**config.mk**
```make
export PLATFORM = sky130hd
export DESIGN_NAME = ansi_terminal_byte_parser_core
export DESIGN_NICKNAME = d
export VERILOG_FILES = /design/src/rtl/atbp_pkg.sv /design/src/rtl/atbp_front.sv /design/src/rtl/atbp_queue.sv /design/src/rtl/atbp_back.sv /design/src/rtl/ansi_terminal_byte_parser_core.sv
export SDC_FILE = /design/constraint.sdc
export NUM_CORES = 1
export LEC_CHECK = 0
export ABC_AREA = 1
export ABC_CLOCK_PERIOD_IN_PS = 11200
export BUFFER_PORTS_ARGS = -buffer_cell sky130_fd_sc_hd__buf_4
export CAP_MARGIN = 40
export CORE_MARGIN = 1
export CORE_UTILIZATION = 30
export DETAILED_ROUTE_END_ITERATION = 10
export PLACE_DENSITY = 0.5
export SLEW_MARGIN = 20
export SYNTH_ARGS = -nofsm -noshare
export SYNTH_HDL_FRONTEND = slang
export SYNTH_SLANG_ARGS = --single-unit
```
**constraint.sdc**
```tcl
create_clock -name clk -period 11.2 [get_ports clk]
set_clock_uncertainty 0.2 [all_clocks]
set_input_delay 0.56 -clock clk [delete_from_list [all_inputs] [get_ports clk]]
set_output_delay 0.56 -clock clk [all_outputs]
set_load 0.05 [all_outputs]
```
**src/rtl/atbp_pkg.sv**
```systemverilog
// ----------------------------------------------------------------------------
// atbp_pkg
// Types and constants shared by the terminal byte parser modules.
// ----------------------------------------------------------------------------
package atbp_pkg;

  localparam int MAX_SLOTS = 8;

  localparam logic [7:0] CH_BS       = 8'd8;
  localparam logic [7:0] CH_LF       = 8'd10;
  localparam logic [7:0] CH_CR       = 8'd13;
  localparam logic [7:0] CH_ESC      = 8'd27;
  localparam logic [7:0] CH_SPACE    = 8'h20;
  localparam logic [7:0] CH_ZERO     = 8'h30;
  localparam logic [7:0] CH_NINE     = 8'h39;
  localparam logic [7:0] CH_SEMI     = 8'h3B;
  localparam logic [7:0] CH_LBRACKET = 8'h5B;
  localparam logic [7:0] CH_PRINT    = 8'h20;

  typedef enum logic [2:0] {
    REG_LINE_WRAP     = 3'd0,
    REG_SCROLL_ENABLE = 3'd1,
    REG_AUTO_CR       = 3'd2,
    REG_AUTO_LF       = 3'd3,
    REG_HOME_CODE     = 3'd4,
    REG_CLEAR_CODE    = 3'd5
  } reg_idx_t;

  typedef enum logic [2:0] {
    KIND_CHAR   = 3'd0,
    KIND_SCROLL = 3'd1,
    KIND_CLEAR  = 3'd2,
    KIND_PARAM  = 3'd3,
    KIND_CMD    = 3'd4
  } kind_t;

  typedef enum logic [1:0] {
    OP_WRITE  = 2'd0,
    OP_CLEAR  = 2'd1,
    OP_SCROLL = 2'd2,
    OP_CSI    = 2'd3
  } op_t;

  typedef struct packed {
    logic       line_wrap;
    logic       scroll_enable;
    logic       auto_cr;
    logic       auto_lf;
    logic [4:0] home_code;
    logic [4:0] clear_code;
  } cfg_t;

  typedef struct packed {
    op_t                       op;
    logic                      scroll;
    logic [7:0]                code;
    logic [6:0]                col;
    logic [4:0]                row;
    logic [6:0]                cur_col;
    logic [4:0]                cur_row;
    logic [2:0]                last_idx;
    logic [MAX_SLOTS-1:0][7:0] params;
  } cmd_t;

  typedef struct packed {
    kind_t      kind;
    logic [6:0] col;
    logic [4:0] row;
    logic [7:0] code;
    logic [7:0] pval;
    logic [6:0] cur_col;
    logic [4:0] cur_row;
    logic       last;
  } res_t;

endpackage

```
**src/rtl/atbp_front.sv**
```systemverilog
// ----------------------------------------------------------------------------
// atbp_front
// Accepts bytes, runs the escape parser and the cursor, and queues commands.
// ----------------------------------------------------------------------------
module atbp_front #(
  parameter int COLUMNS     = 80,
  parameter int ROWS        = 30,
  parameter int PARAM_SLOTS = 8,
  parameter int FONT_LAST   = 127
) (
  input  logic          clk,
  input  logic          rst,
  input  atbp_pkg::cfg_t cfg,
  input  logic          push,
  input  logic [7:0]    ch,
  input  logic          q_full,
  output logic          q_push,
  output atbp_pkg::cmd_t q_wdata
);
  import atbp_pkg::*;

  localparam int IdxW = (PARAM_SLOTS > 1) ? $clog2(PARAM_SLOTS) : 1;
  localparam logic signed [8:0] ColLast  = 9'(COLUMNS - 1);
  localparam logic signed [8:0] ColCount = 9'(COLUMNS);
  localparam logic signed [6:0] RowLast  = 7'(ROWS - 1);
  localparam logic [IdxW-1:0]   IdxLast  = IdxW'(PARAM_SLOTS - 1);
  localparam logic [7:0]        FontLast = 8'(FONT_LAST);

  typedef enum logic [1:0] {
    MODE_PLAIN = 2'd0,
    MODE_ESC   = 2'd1,
    MODE_CSI   = 2'd2
  } mode_t;

  mode_t                       mode, mode_next;
  logic [6:0]                  ccol;
  logic [4:0]                  crow;
  logic [PARAM_SLOTS-1:0][7:0] slots, slots_next;
  logic [IdxW-1:0]             idx, idx_next;

  logic              acc;
  logic              mv_req, head_en;
  op_t               head_op;
  logic signed [8:0] mx, fx;
  logic signed [6:0] my, fy;
  logic              mv_ok, mv_scr;
  logic [6:0]        col_next;
  logic [4:0]        row_next;
  logic [7:0]        slot_cur, digit, slot_acc, font_ch;

  assign acc      = push && !q_full;
  assign slot_cur = slots[idx];
  assign digit    = ch - CH_ZERO;
  assign slot_acc = {slot_cur[4:0], 3'b000} + {slot_cur[6:0], 1'b0} + {4'b0000, digit[3:0]};
  assign font_ch  = (ch <= FontLast) ? ch : CH_SPACE;

  always_comb begin
    mode_next  = mode;
    slots_next = slots;
    idx_next   = idx;
    mv_req     = 1'b0;
    head_en    = 1'b0;
    head_op    = OP_WRITE;
    mx         = $signed({2'b00, ccol});
    my         = $signed({2'b00, crow});
    if (ch == CH_ESC) begin
      mode_next = MODE_ESC;
    end else if (ch < CH_PRINT) begin
      if (ch == CH_BS) begin
        mv_req = 1'b1;
        mx     = $signed({2'b00, ccol}) - 9'sd1;
      end else if (ch == CH_CR) begin
        mv_req = 1'b1;
        mx     = '0;
        my     = $signed({2'b00, crow}) + $signed({6'd0, cfg.auto_lf});
      end else if (ch == CH_LF) begin
        mv_req = 1'b1;
        if (cfg.auto_cr) begin
          mx = '0;
        end
        my = $signed({2'b00, crow}) + 7'sd1;
      end else if (ch[4:0] == cfg.home_code) begin
        mv_req = 1'b1;
        mx     = '0;
        my     = '0;
      end else if (ch[4:0] == cfg.clear_code) begin
        mv_req  = 1'b1;
        mx      = '0;
        my      = '0;
        head_en = 1'b1;
        head_op = OP_CLEAR;
      end
    end else begin
      case (mode)
        MODE_ESC: begin
          if (ch == CH_LBRACKET) begin
            slots_next = '0;
            idx_next   = '0;
            mode_next  = MODE_CSI;
          end else begin
            mode_next = MODE_PLAIN;
          end
        end
        MODE_CSI: begin
          if (ch >= CH_ZERO && ch <= CH_NINE) begin
            slots_next[idx] = slot_acc;
          end else if (ch == CH_SEMI) begin
            if (idx != IdxLast) begin
              idx_next = idx + 1'b1;
            end
          end else begin
            head_en   = 1'b1;
            head_op   = OP_CSI;
            mode_next = MODE_PLAIN;
          end
        end
        default: begin
          mode_next = MODE_PLAIN;
          head_en   = 1'b1;
          head_op   = OP_WRITE;
          mv_req    = 1'b1;
          mx        = $signed({2'b00, ccol}) + 9'sd1;
        end
      endcase
    end
  end

  always_comb begin
    fx     = mx;
    fy     = my;
    mv_ok  = 1'b1;
    mv_scr = 1'b0;
    if (fx > ColLast) begin
      if (!cfg.line_wrap) begin
        mv_ok = 1'b0;
      end else begin
        fx = fx - ColCount;
        fy = fy + 7'sd1;
      end
    end
    if (mv_ok && fy > RowLast) begin
      if (!cfg.scroll_enable) begin
        mv_ok = 1'b0;
      end else begin
        fy     = RowLast;
        mv_scr = 1'b1;
      end
    end
    if (fx < 9'sd0) begin
      fx = fx + ColCount;
      fy = fy - 7'sd1;
    end
    if (fy < 7'sd0) begin
      fy = '0;
    end
  end

  always_comb begin
    col_next = ccol;
    row_next = crow;
    if (mv_req && mv_ok) begin
      col_next = fx[6:0];
      row_next = fy[4:0];
    end
    q_wdata          = '0;
    q_wdata.op       = head_op;
    q_wdata.scroll   = mv_req && mv_scr;
    q_wdata.code     = (head_op == OP_WRITE) ? font_ch : ch;
    q_wdata.col      = ccol;
    q_wdata.row      = crow;
    q_wdata.cur_col  = col_next;
    q_wdata.cur_row  = row_next;
    q_wdata.last_idx = 3'(idx);
    q_push           = 1'b0;
    if (head_en) begin
      q_push = acc;
    end else if (mv_req && mv_scr) begin
      q_wdata.op = OP_SCROLL;
      q_push     = acc;
    end
    for (int i = 0; i < MAX_SLOTS; i++) begin
      if (i < PARAM_SLOTS) begin
        q_wdata.params[i] = slots[i % PARAM_SLOTS];
      end
    end
  end

  always_ff @(posedge clk) begin
    if (rst) begin
      mode  <= MODE_PLAIN;
      ccol  <= '0;
      crow  <= '0;
      slots <= '0;
      idx   <= '0;
    end else if (acc) begin
      mode  <= mode_next;
      ccol  <= col_next;
      crow  <= row_next;
      slots <= slots_next;
      idx   <= idx_next;
    end
  end

endmodule

```
**src/rtl/atbp_queue.sv**
```systemverilog
// ----------------------------------------------------------------------------
// atbp_queue
// Two-entry command queue between the parser front and the result back end.
// ----------------------------------------------------------------------------
module atbp_queue (
  input  logic           clk,
  input  logic           rst,
  input  logic           push,
  input  atbp_pkg::cmd_t wdata,
  output logic           full,
  input  logic           pop,
  output atbp_pkg::cmd_t rdata,
  output logic           empty
);
  import atbp_pkg::*;

  cmd_t       mem [2];
  logic       wr_ptr, rd_ptr;
  logic [1:0] count;
  logic       do_push, do_pop;

  assign full    = (count == 2'd2);
  assign empty   = (count == 2'd0);
  assign do_push = push && !full;
  assign do_pop  = pop && !empty;
  assign rdata   = mem[rd_ptr];

  always_ff @(posedge clk) begin
    if (do_push) begin
      mem[wr_ptr] <= wdata;
    end
  end

  always_ff @(posedge clk) begin
    if (rst) begin
      wr_ptr <= 1'b0;
      rd_ptr <= 1'b0;
      count  <= '0;
    end else begin
      if (do_push) begin
        wr_ptr <= !wr_ptr;
      end
      if (do_pop) begin
        rd_ptr <= !rd_ptr;
      end
      case ({do_push, do_pop})
        2'b10:   count <= count + 2'd1;
        2'b01:   count <= count - 2'd1;
        default: count <= count;
      endcase
    end
  end

endmodule

```
**src/rtl/atbp_back.sv**
```systemverilog
// ----------------------------------------------------------------------------
// atbp_back
// Expands each queued command into its result beats and holds the output.
// ----------------------------------------------------------------------------
module atbp_back (
  input  logic           clk,
  input  logic           rst,
  input  logic           q_empty,
  input  atbp_pkg::cmd_t cmd,
  output logic           q_pop,
  input  logic           pop,
  output logic           out_valid,
  output atbp_pkg::res_t out_res
);
  import atbp_pkg::*;

  typedef enum logic {
    ST_IDLE = 1'b0,
    ST_RUN  = 1'b1
  } state_t;

  state_t     state;
  cmd_t       cur;
  logic [3:0] cnt;
  res_t       res_n;
  logic       load;

  assign q_pop = (state == ST_IDLE) && !q_empty;
  assign load  = (state == ST_RUN) && (!out_valid || pop);

  always_comb begin
    res_n         = '0;
    res_n.cur_col = cur.cur_col;
    res_n.cur_row = cur.cur_row;
    res_n.last    = 1'b1;
    case (cur.op)
      OP_WRITE: begin
        if (cnt == 4'd0) begin
          res_n.kind = KIND_CHAR;
          res_n.col  = cur.col;
          res_n.row  = cur.row;
          res_n.code = cur.code;
          res_n.last = !cur.scroll;
        end else begin
          res_n.kind = KIND_SCROLL;
        end
      end
      OP_CLEAR:  res_n.kind = KIND_CLEAR;
      OP_SCROLL: res_n.kind = KIND_SCROLL;
      OP_CSI: begin
        if (cnt <= {1'b0, cur.last_idx}) begin
          res_n.kind = KIND_PARAM;
          res_n.pval = cur.params[cnt[2:0]];
          res_n.last = 1'b0;
        end else begin
          res_n.kind = KIND_CMD;
          res_n.code = cur.code;
        end
      end
      default: res_n.kind = KIND_SCROLL;
    endcase
  end

  always_ff @(posedge clk) begin
    if (rst) begin
      state     <= ST_IDLE;
      out_valid <= 1'b0;
      cnt       <= '0;
    end else begin
      if (load) begin
        out_valid <= 1'b1;
      end else if (pop) begin
        out_valid <= 1'b0;
      end
      case (state)
        ST_IDLE: begin
          if (!q_empty) begin
            cur   <= cmd;
            cnt   <= '0;
            state <= ST_RUN;
          end
        end
        ST_RUN: begin
          if (load) begin
            out_res <= res_n;
            if (res_n.last) begin
              state <= ST_IDLE;
            end else begin
              cnt <= cnt + 4'd1;
            end
          end
        end
        default: state <= ST_IDLE;
      endcase
    end
  end

endmodule

```
**src/rtl/ansi_terminal_byte_parser_core.sv**
```systemverilog
// ----------------------------------------------------------------------------
// ansi_terminal_byte_parser_core
// Terminal byte parser: cursor tracking, control codes and CSI sequences.
// ----------------------------------------------------------------------------
// Bytes enter through a queue-style port: a beat is taken when push is high
// and full is low. Results leave the same way: the oldest result sits on the
// result ports while empty is low and is taken when pop is high.
// Configuration is written on the cfg channel (cfg_ready is always high),
// with cfg_index selecting the register; write it only while the block is
// idle. A byte may yield no result, one, or several; last marks the final
// one of a byte.
// The front end parses a byte in the cycle it is taken and places a command
// in a two-entry queue. The back end loads a command while idle and then
// sends one result per cycle while the receiver keeps taking them; it loads
// the next command only after the last result. A printable byte yields a
// character result and, when it scrolls, a scroll result; a CSI final byte
// yields one parameter result per parameter and then a command result.
// When the receiver stalls, the output register holds its beat, the queue
// fills, and full rises. Reset restores register defaults, homes the cursor,
// clears the parameters and empties the queue and output.
// ----------------------------------------------------------------------------
module ansi_terminal_byte_parser_core #(
  parameter int COLUMNS     = 80,
  parameter int ROWS        = 30,
  parameter int PARAM_SLOTS = 8,
  parameter int FONT_LAST   = 127
) (
  input  logic       clk,
  input  logic       rst,
  input  logic       push,
  output logic       full,
  input  logic [7:0] ch,
  output logic       empty,
  input  logic       pop,
  output logic [2:0] kind,
  output logic [6:0] column,
  output logic [4:0] row,
  output logic [7:0] char_code,
  output logic [7:0] param_value,
  output logic [6:0] cursor_col,
  output logic [4:0] cursor_row,
  output logic       last,
  input  logic       cfg_valid,
  output logic       cfg_ready,
  input  logic [2:0] cfg_index,
  input  logic [4:0] cfg_data
);
  import atbp_pkg::*;

  cfg_t cfg;
  logic q_push, q_full, q_pop, q_empty, out_valid;
  cmd_t q_wdata, q_rdata;
  res_t out_res;

  assign cfg_ready = 1'b1;

  always_ff @(posedge clk) begin
    if (rst) begin
      cfg.line_wrap     <= 1'b1;
      cfg.scroll_enable <= 1'b1;
      cfg.auto_cr       <= 1'b1;
      cfg.auto_lf       <= 1'b1;
      cfg.home_code     <= 5'd30;
      cfg.clear_code    <= 5'd12;
    end else if (cfg_valid && cfg_ready) begin
      case (cfg_index)
        REG_LINE_WRAP:     cfg.line_wrap     <= cfg_data[0];
        REG_SCROLL_ENABLE: cfg.scroll_enable <= cfg_data[0];
        REG_AUTO_CR:       cfg.auto_cr       <= cfg_data[0];
        REG_AUTO_LF:       cfg.auto_lf       <= cfg_data[0];
        REG_HOME_CODE:     cfg.home_code     <= cfg_data;
        REG_CLEAR_CODE:    cfg.clear_code    <= cfg_data;
        default:           cfg.line_wrap     <= cfg.line_wrap;
      endcase
    end
  end

  atbp_front #(
    .COLUMNS     (COLUMNS),
    .ROWS        (ROWS),
    .PARAM_SLOTS (PARAM_SLOTS),
    .FONT_LAST   (FONT_LAST)
  ) u_front (
    .clk     (clk),
    .rst     (rst),
    .cfg     (cfg),
    .push    (push),
    .ch      (ch),
    .q_full  (q_full),
    .q_push  (q_push),
    .q_wdata (q_wdata)
  );

  atbp_queue u_queue (
    .clk   (clk),
    .rst   (rst),
    .push  (q_push),
    .wdata (q_wdata),
    .full  (q_full),
    .pop   (q_pop),
    .rdata (q_rdata),
    .empty (q_empty)
  );

  atbp_back u_back (
    .clk       (clk),
    .rst       (rst),
    .q_empty   (q_empty),
    .cmd       (q_rdata),
    .q_pop     (q_pop),
    .pop       (pop),
    .out_valid (out_valid),
    .out_res   (out_res)
  );

  assign full        = q_full;
  assign empty       = !out_valid;
  assign kind        = out_res.kind;
  assign column      = out_res.col;
  assign row         = out_res.row;
  assign char_code   = out_res.code;
  assign param_value = out_res.pval;
  assign cursor_col  = out_res.cur_col;
  assign cursor_row  = out_res.cur_row;
  assign last        = out_res.last;

  a_cursor_range: assert property (@(posedge clk) disable iff (rst)
    !empty |-> (cursor_col < COLUMNS) && (cursor_row < ROWS))
    else $error("cursor outside the screen");

  a_param_not_last: assert property (@(posedge clk) disable iff (rst)
    (!empty && kind == KIND_PARAM) |-> !last)
    else $error("CSI parameter beat marked last");

  a_scroll_bottom: assert property (@(posedge clk) disable iff (rst)
    (!empty && kind == KIND_SCROLL) |-> (cursor_row == 5'(ROWS - 1)))
    else $error("scroll beat with cursor off the bottom row");

endmodule
```
==> summary.txt <==
Floorplanning
  – Die area: 65,300 sq um
  – Row cnt: 92
  – Core footprint: 63,300 sq um
  – Chip width: 256 um
  – Chip height: 256 um
  – Initial core utilization: 0.305
  – IO Pins: 68

Final layout
  – Fillers: 6,437
  – Ratio of cells with drive above 1 in the final layout: 0.109
  – Layout Nets: 2,046
  – Antenna diode count: 0
  – Register area: 12,600 sq um
  – P&R area growth vs syn: 16.3%
  – Area of the multi-input gates: 5960 sq um

Clocking
  – TritonCTS Sinks: 455
  – CTS clk-pin slew, worst paths: 0.06 ns
  – Num CTS Buffers: 48
  – Clk buf depth: 3
  – H-tree levels: 2
  – Postcts setup bufs: 0
  – Worst-Skew Late Latency: 0.58 ns
  – Post-cts resize count: 0
  – Hold_buf cts: 4
  – CTS tree: yes
  – Root Driver: clkbuf_16

Yosys
  – Yosys reg bits: 455
  – Synth area leader: edfxtp_1
  – Post-synth ARST share: 0
  – Mapped Area: 19,300 sq um
  – Register area share after synthesis: 0.654
  – Mapped Cells: 1,894
  – Avg Inst Size Synth: 10.2 sq um
  – Commonest cells in the netlist: nand2_1 (641), edfxtp_1 (350), nor2_1 (130)
  – Synth warn: 0
  – Top_reg_cell synth: edfxtp_1
  – Area share of the largest cell type after synthesis: 0.545
  – Number of synthesized flops with an enable pin: 350
  – Number of library cell types mapped by synthesis: 51
  – Post-synth net total: 1,949
  – Top-count cell post-synth: nand2_1
  – Top area cells in the synthesized netlist: edfxtp_1 (54%), nand2_1 (12%), dfxtp_1 (11%)

Route
  – Vias per inst: 4.69
  – Vias: 13,500
  – DR WL/cell: 17.4 um
  – DR iter-0 viols: 1,029
  – Drt total wl: 49,900 um
  – Drt first pass iters: 5
  – Post-DRT Antenna Nets: 0
  – Drc violations: 0

Critical path
  – Worst R2R Start: u_front.mode[0]
  – CP startpoint kind: flop
  – Setup slack, reg-to-reg: 5.77 ns
  – Crit Path Class: reg2reg
  – Critical path data required time: 11.25 ns
  – CP arrival: 5.48 ns
  – Crit path max fanout: 36
  – Path depth of the worst reg2reg path: 27
  – Setup crit end kind: flop
  – Crit Reg-Reg Endpoint: u_queue.mem[1][53]

Power
  – Highest ir drop seen on vdd: 0.0931 mV
  – Cell Pwr Density: 218 nW/um^2
  – Pwr Total: 4.88 mW
  – Leakage: 8.76 nW

STA
  – RSZ-0062 raised after global routing: false
  – Minimum clock period: 5.43 ns
  – Final Max Tran Viols: 0
  – Max-slew headroom: 0.392
  – Peak Freq: 0.184 GHz
  – Setup-failing EPs final: 0
  – Fin crit share: 0.485
  – Hold WS: 0.115 ns
  – Slew @ Worst Pin: 0.904 ns
  – Hold violation count in the final report: 0
  – Setup TNS: 0 ns

Placement
  – Gpl congestion: 0.810
  – Port bufs: 66
  – DP Wirelength: 34,200 um

Global route
  – Pin count of the biggest net entering global routing: 69
  – Initial antenna violation count: 0
  – Tot GR Track Use: 0.152
  – Grt total ovfl: 0
  – First-pass GRT wire length: 77,000 um
  – Vias in the first global route: 12,800

Outcome
  – Status: completed

Job
  – Max-Cap Viols: 0

Min path
  – Hold Crit Start: cfg_index[0]
  – Hold worst-path end: cfg[10]
  – Worst min-delay path class: in2reg
  – Hold path depth: 3
cell families (layout without fill, tap and decap cells):
group,count (synthesis),count (layout),synth area share
buf+inv,203,335,0.0402
flops,455,455,0.654
other cells,1,1,0.000194
xor+xnor,27,27,0.0123
fa+ha+maj,34,34,0.0228
compound gates,281,281,0.0821
simple gates,893,893,0.188
state kept, by name, indices dropped and copies added, names as in the netlist:
register and cells:
u_front.crow 5, u_queue.rd_ptr 1, u_back.state 1, cfg 14, u_front.ccol 7, u_front.q_wdata 64, u_back.out_valid 1, u_queue.count 2
u_queue.wr_ptr 1, u_queue.mem 204, u_back.cnt 4, u_back.out_res 44, u_front.mode 2, u_front.idx 3, u_back.cur 102
layout make-up:
| cell class | count | share of cell area |
|---|---|---|
| repair buffers | 104 | 0.0376 |
| flip-flops and latches | 455 | 0.562 |
| multi-input cells | 1236 | 0.266 |
| clock buffers | 64 | 0.0567 |
| well taps | 846 | 0.0472 |
| clock inverters | 21 | 0.00597 |
| inverters | 146 | 0.0244 |
worst max path at each step:
| stage | startpoint | to | depth (start not counted) |
|---|---|---|---|
| 6_report | u_front.mode[0] | u_queue.mem[1][53] | 27 |
| 3_3_place_gp | ch[7] | u_queue.mem[0][44] | 29 |
| 2_1_floorplan | ch[7] | u_queue.mem[1][0] | 27 |
| 3_5_place_dp | ch[7] | u_queue.mem[1][37] | 31 |
| 4_1_cts | u_front.mode[0] | u_queue.mem[1][63] | 27 |
| 5_1_grt | u_front.mode[0] | u_queue.mem[1][53] | 27 |
routing by layer:
metal  GRT usage  wire length [um]  share of wire  vias up
met4      0.0404              1040          0.021        0
met3      0.0266              3060          0.061       71
li1            -                 -              -     6614
met1       0.221             23900           0.48     6394
met2       0.231             21900           0.44      387
met5           0                 0              0        -
placed cells by master (no fill, tap or decap), types with 16 or more instances in the layout:
cell       instances
o21ai_1           21
inv_1            126
nand3_1           47
clkbuf_16         48
clkinv_1          16
nor3_1            22
o22ai_1           16
nand2_1          641
xor2_1            21
edfxtp_1         350
ha_1              32
dfxtp_1          104
nor2_1           127
buf_4             91
o21ai_0           66
a21oi_1          127
stage by stage:
step	cells	util	setup WS (ns)	area [sq um]
floorplan	1894	-	3.11	19300
global placement	2767	0.329	4.94	20800
detailed placement	2781	0.331	5.30	21000
CTS	2870	0.354	5.73	22400
global route	2872	0.354	5.28	22400
finish	2872	0.354	5.77	22400
power breakdown:
| group | internal [mW] | switching, mW |
|---|---|---|
| logic | 0.297 | 0.822 |
| registers | 2.18 | 0.121 |
| clock network | 0.816 | 0.638 |
worst max-delay path, stage by stage (launching register included):
cell,delay [ns]
dfxtp_1,0.36
inv_1,0.05
ha_1,0.38
nand2_1,0.11
nor3_1,0.29
xor2_1,0.21
a21oi_1,0.10
nand2_1,0.10
nand2_2,0.08
ha_1,0.18
inv_1,0.05
nor2_1,0.04
a21oi_2,0.25
nand2_4,0.13
inv_2,0.08
nand2_1,0.06
nand2_2,0.11
nand3_1,0.10
nand2_2,0.09
nand3_1,0.12
inv_1,0.12
nand2_1,0.11
nand2_1,0.10
nand2_1,0.15
nor2_4,0.24
buf_4,0.47
buf_4,0.46
buf_12,0.27
(Power assumes the default switching activity.)
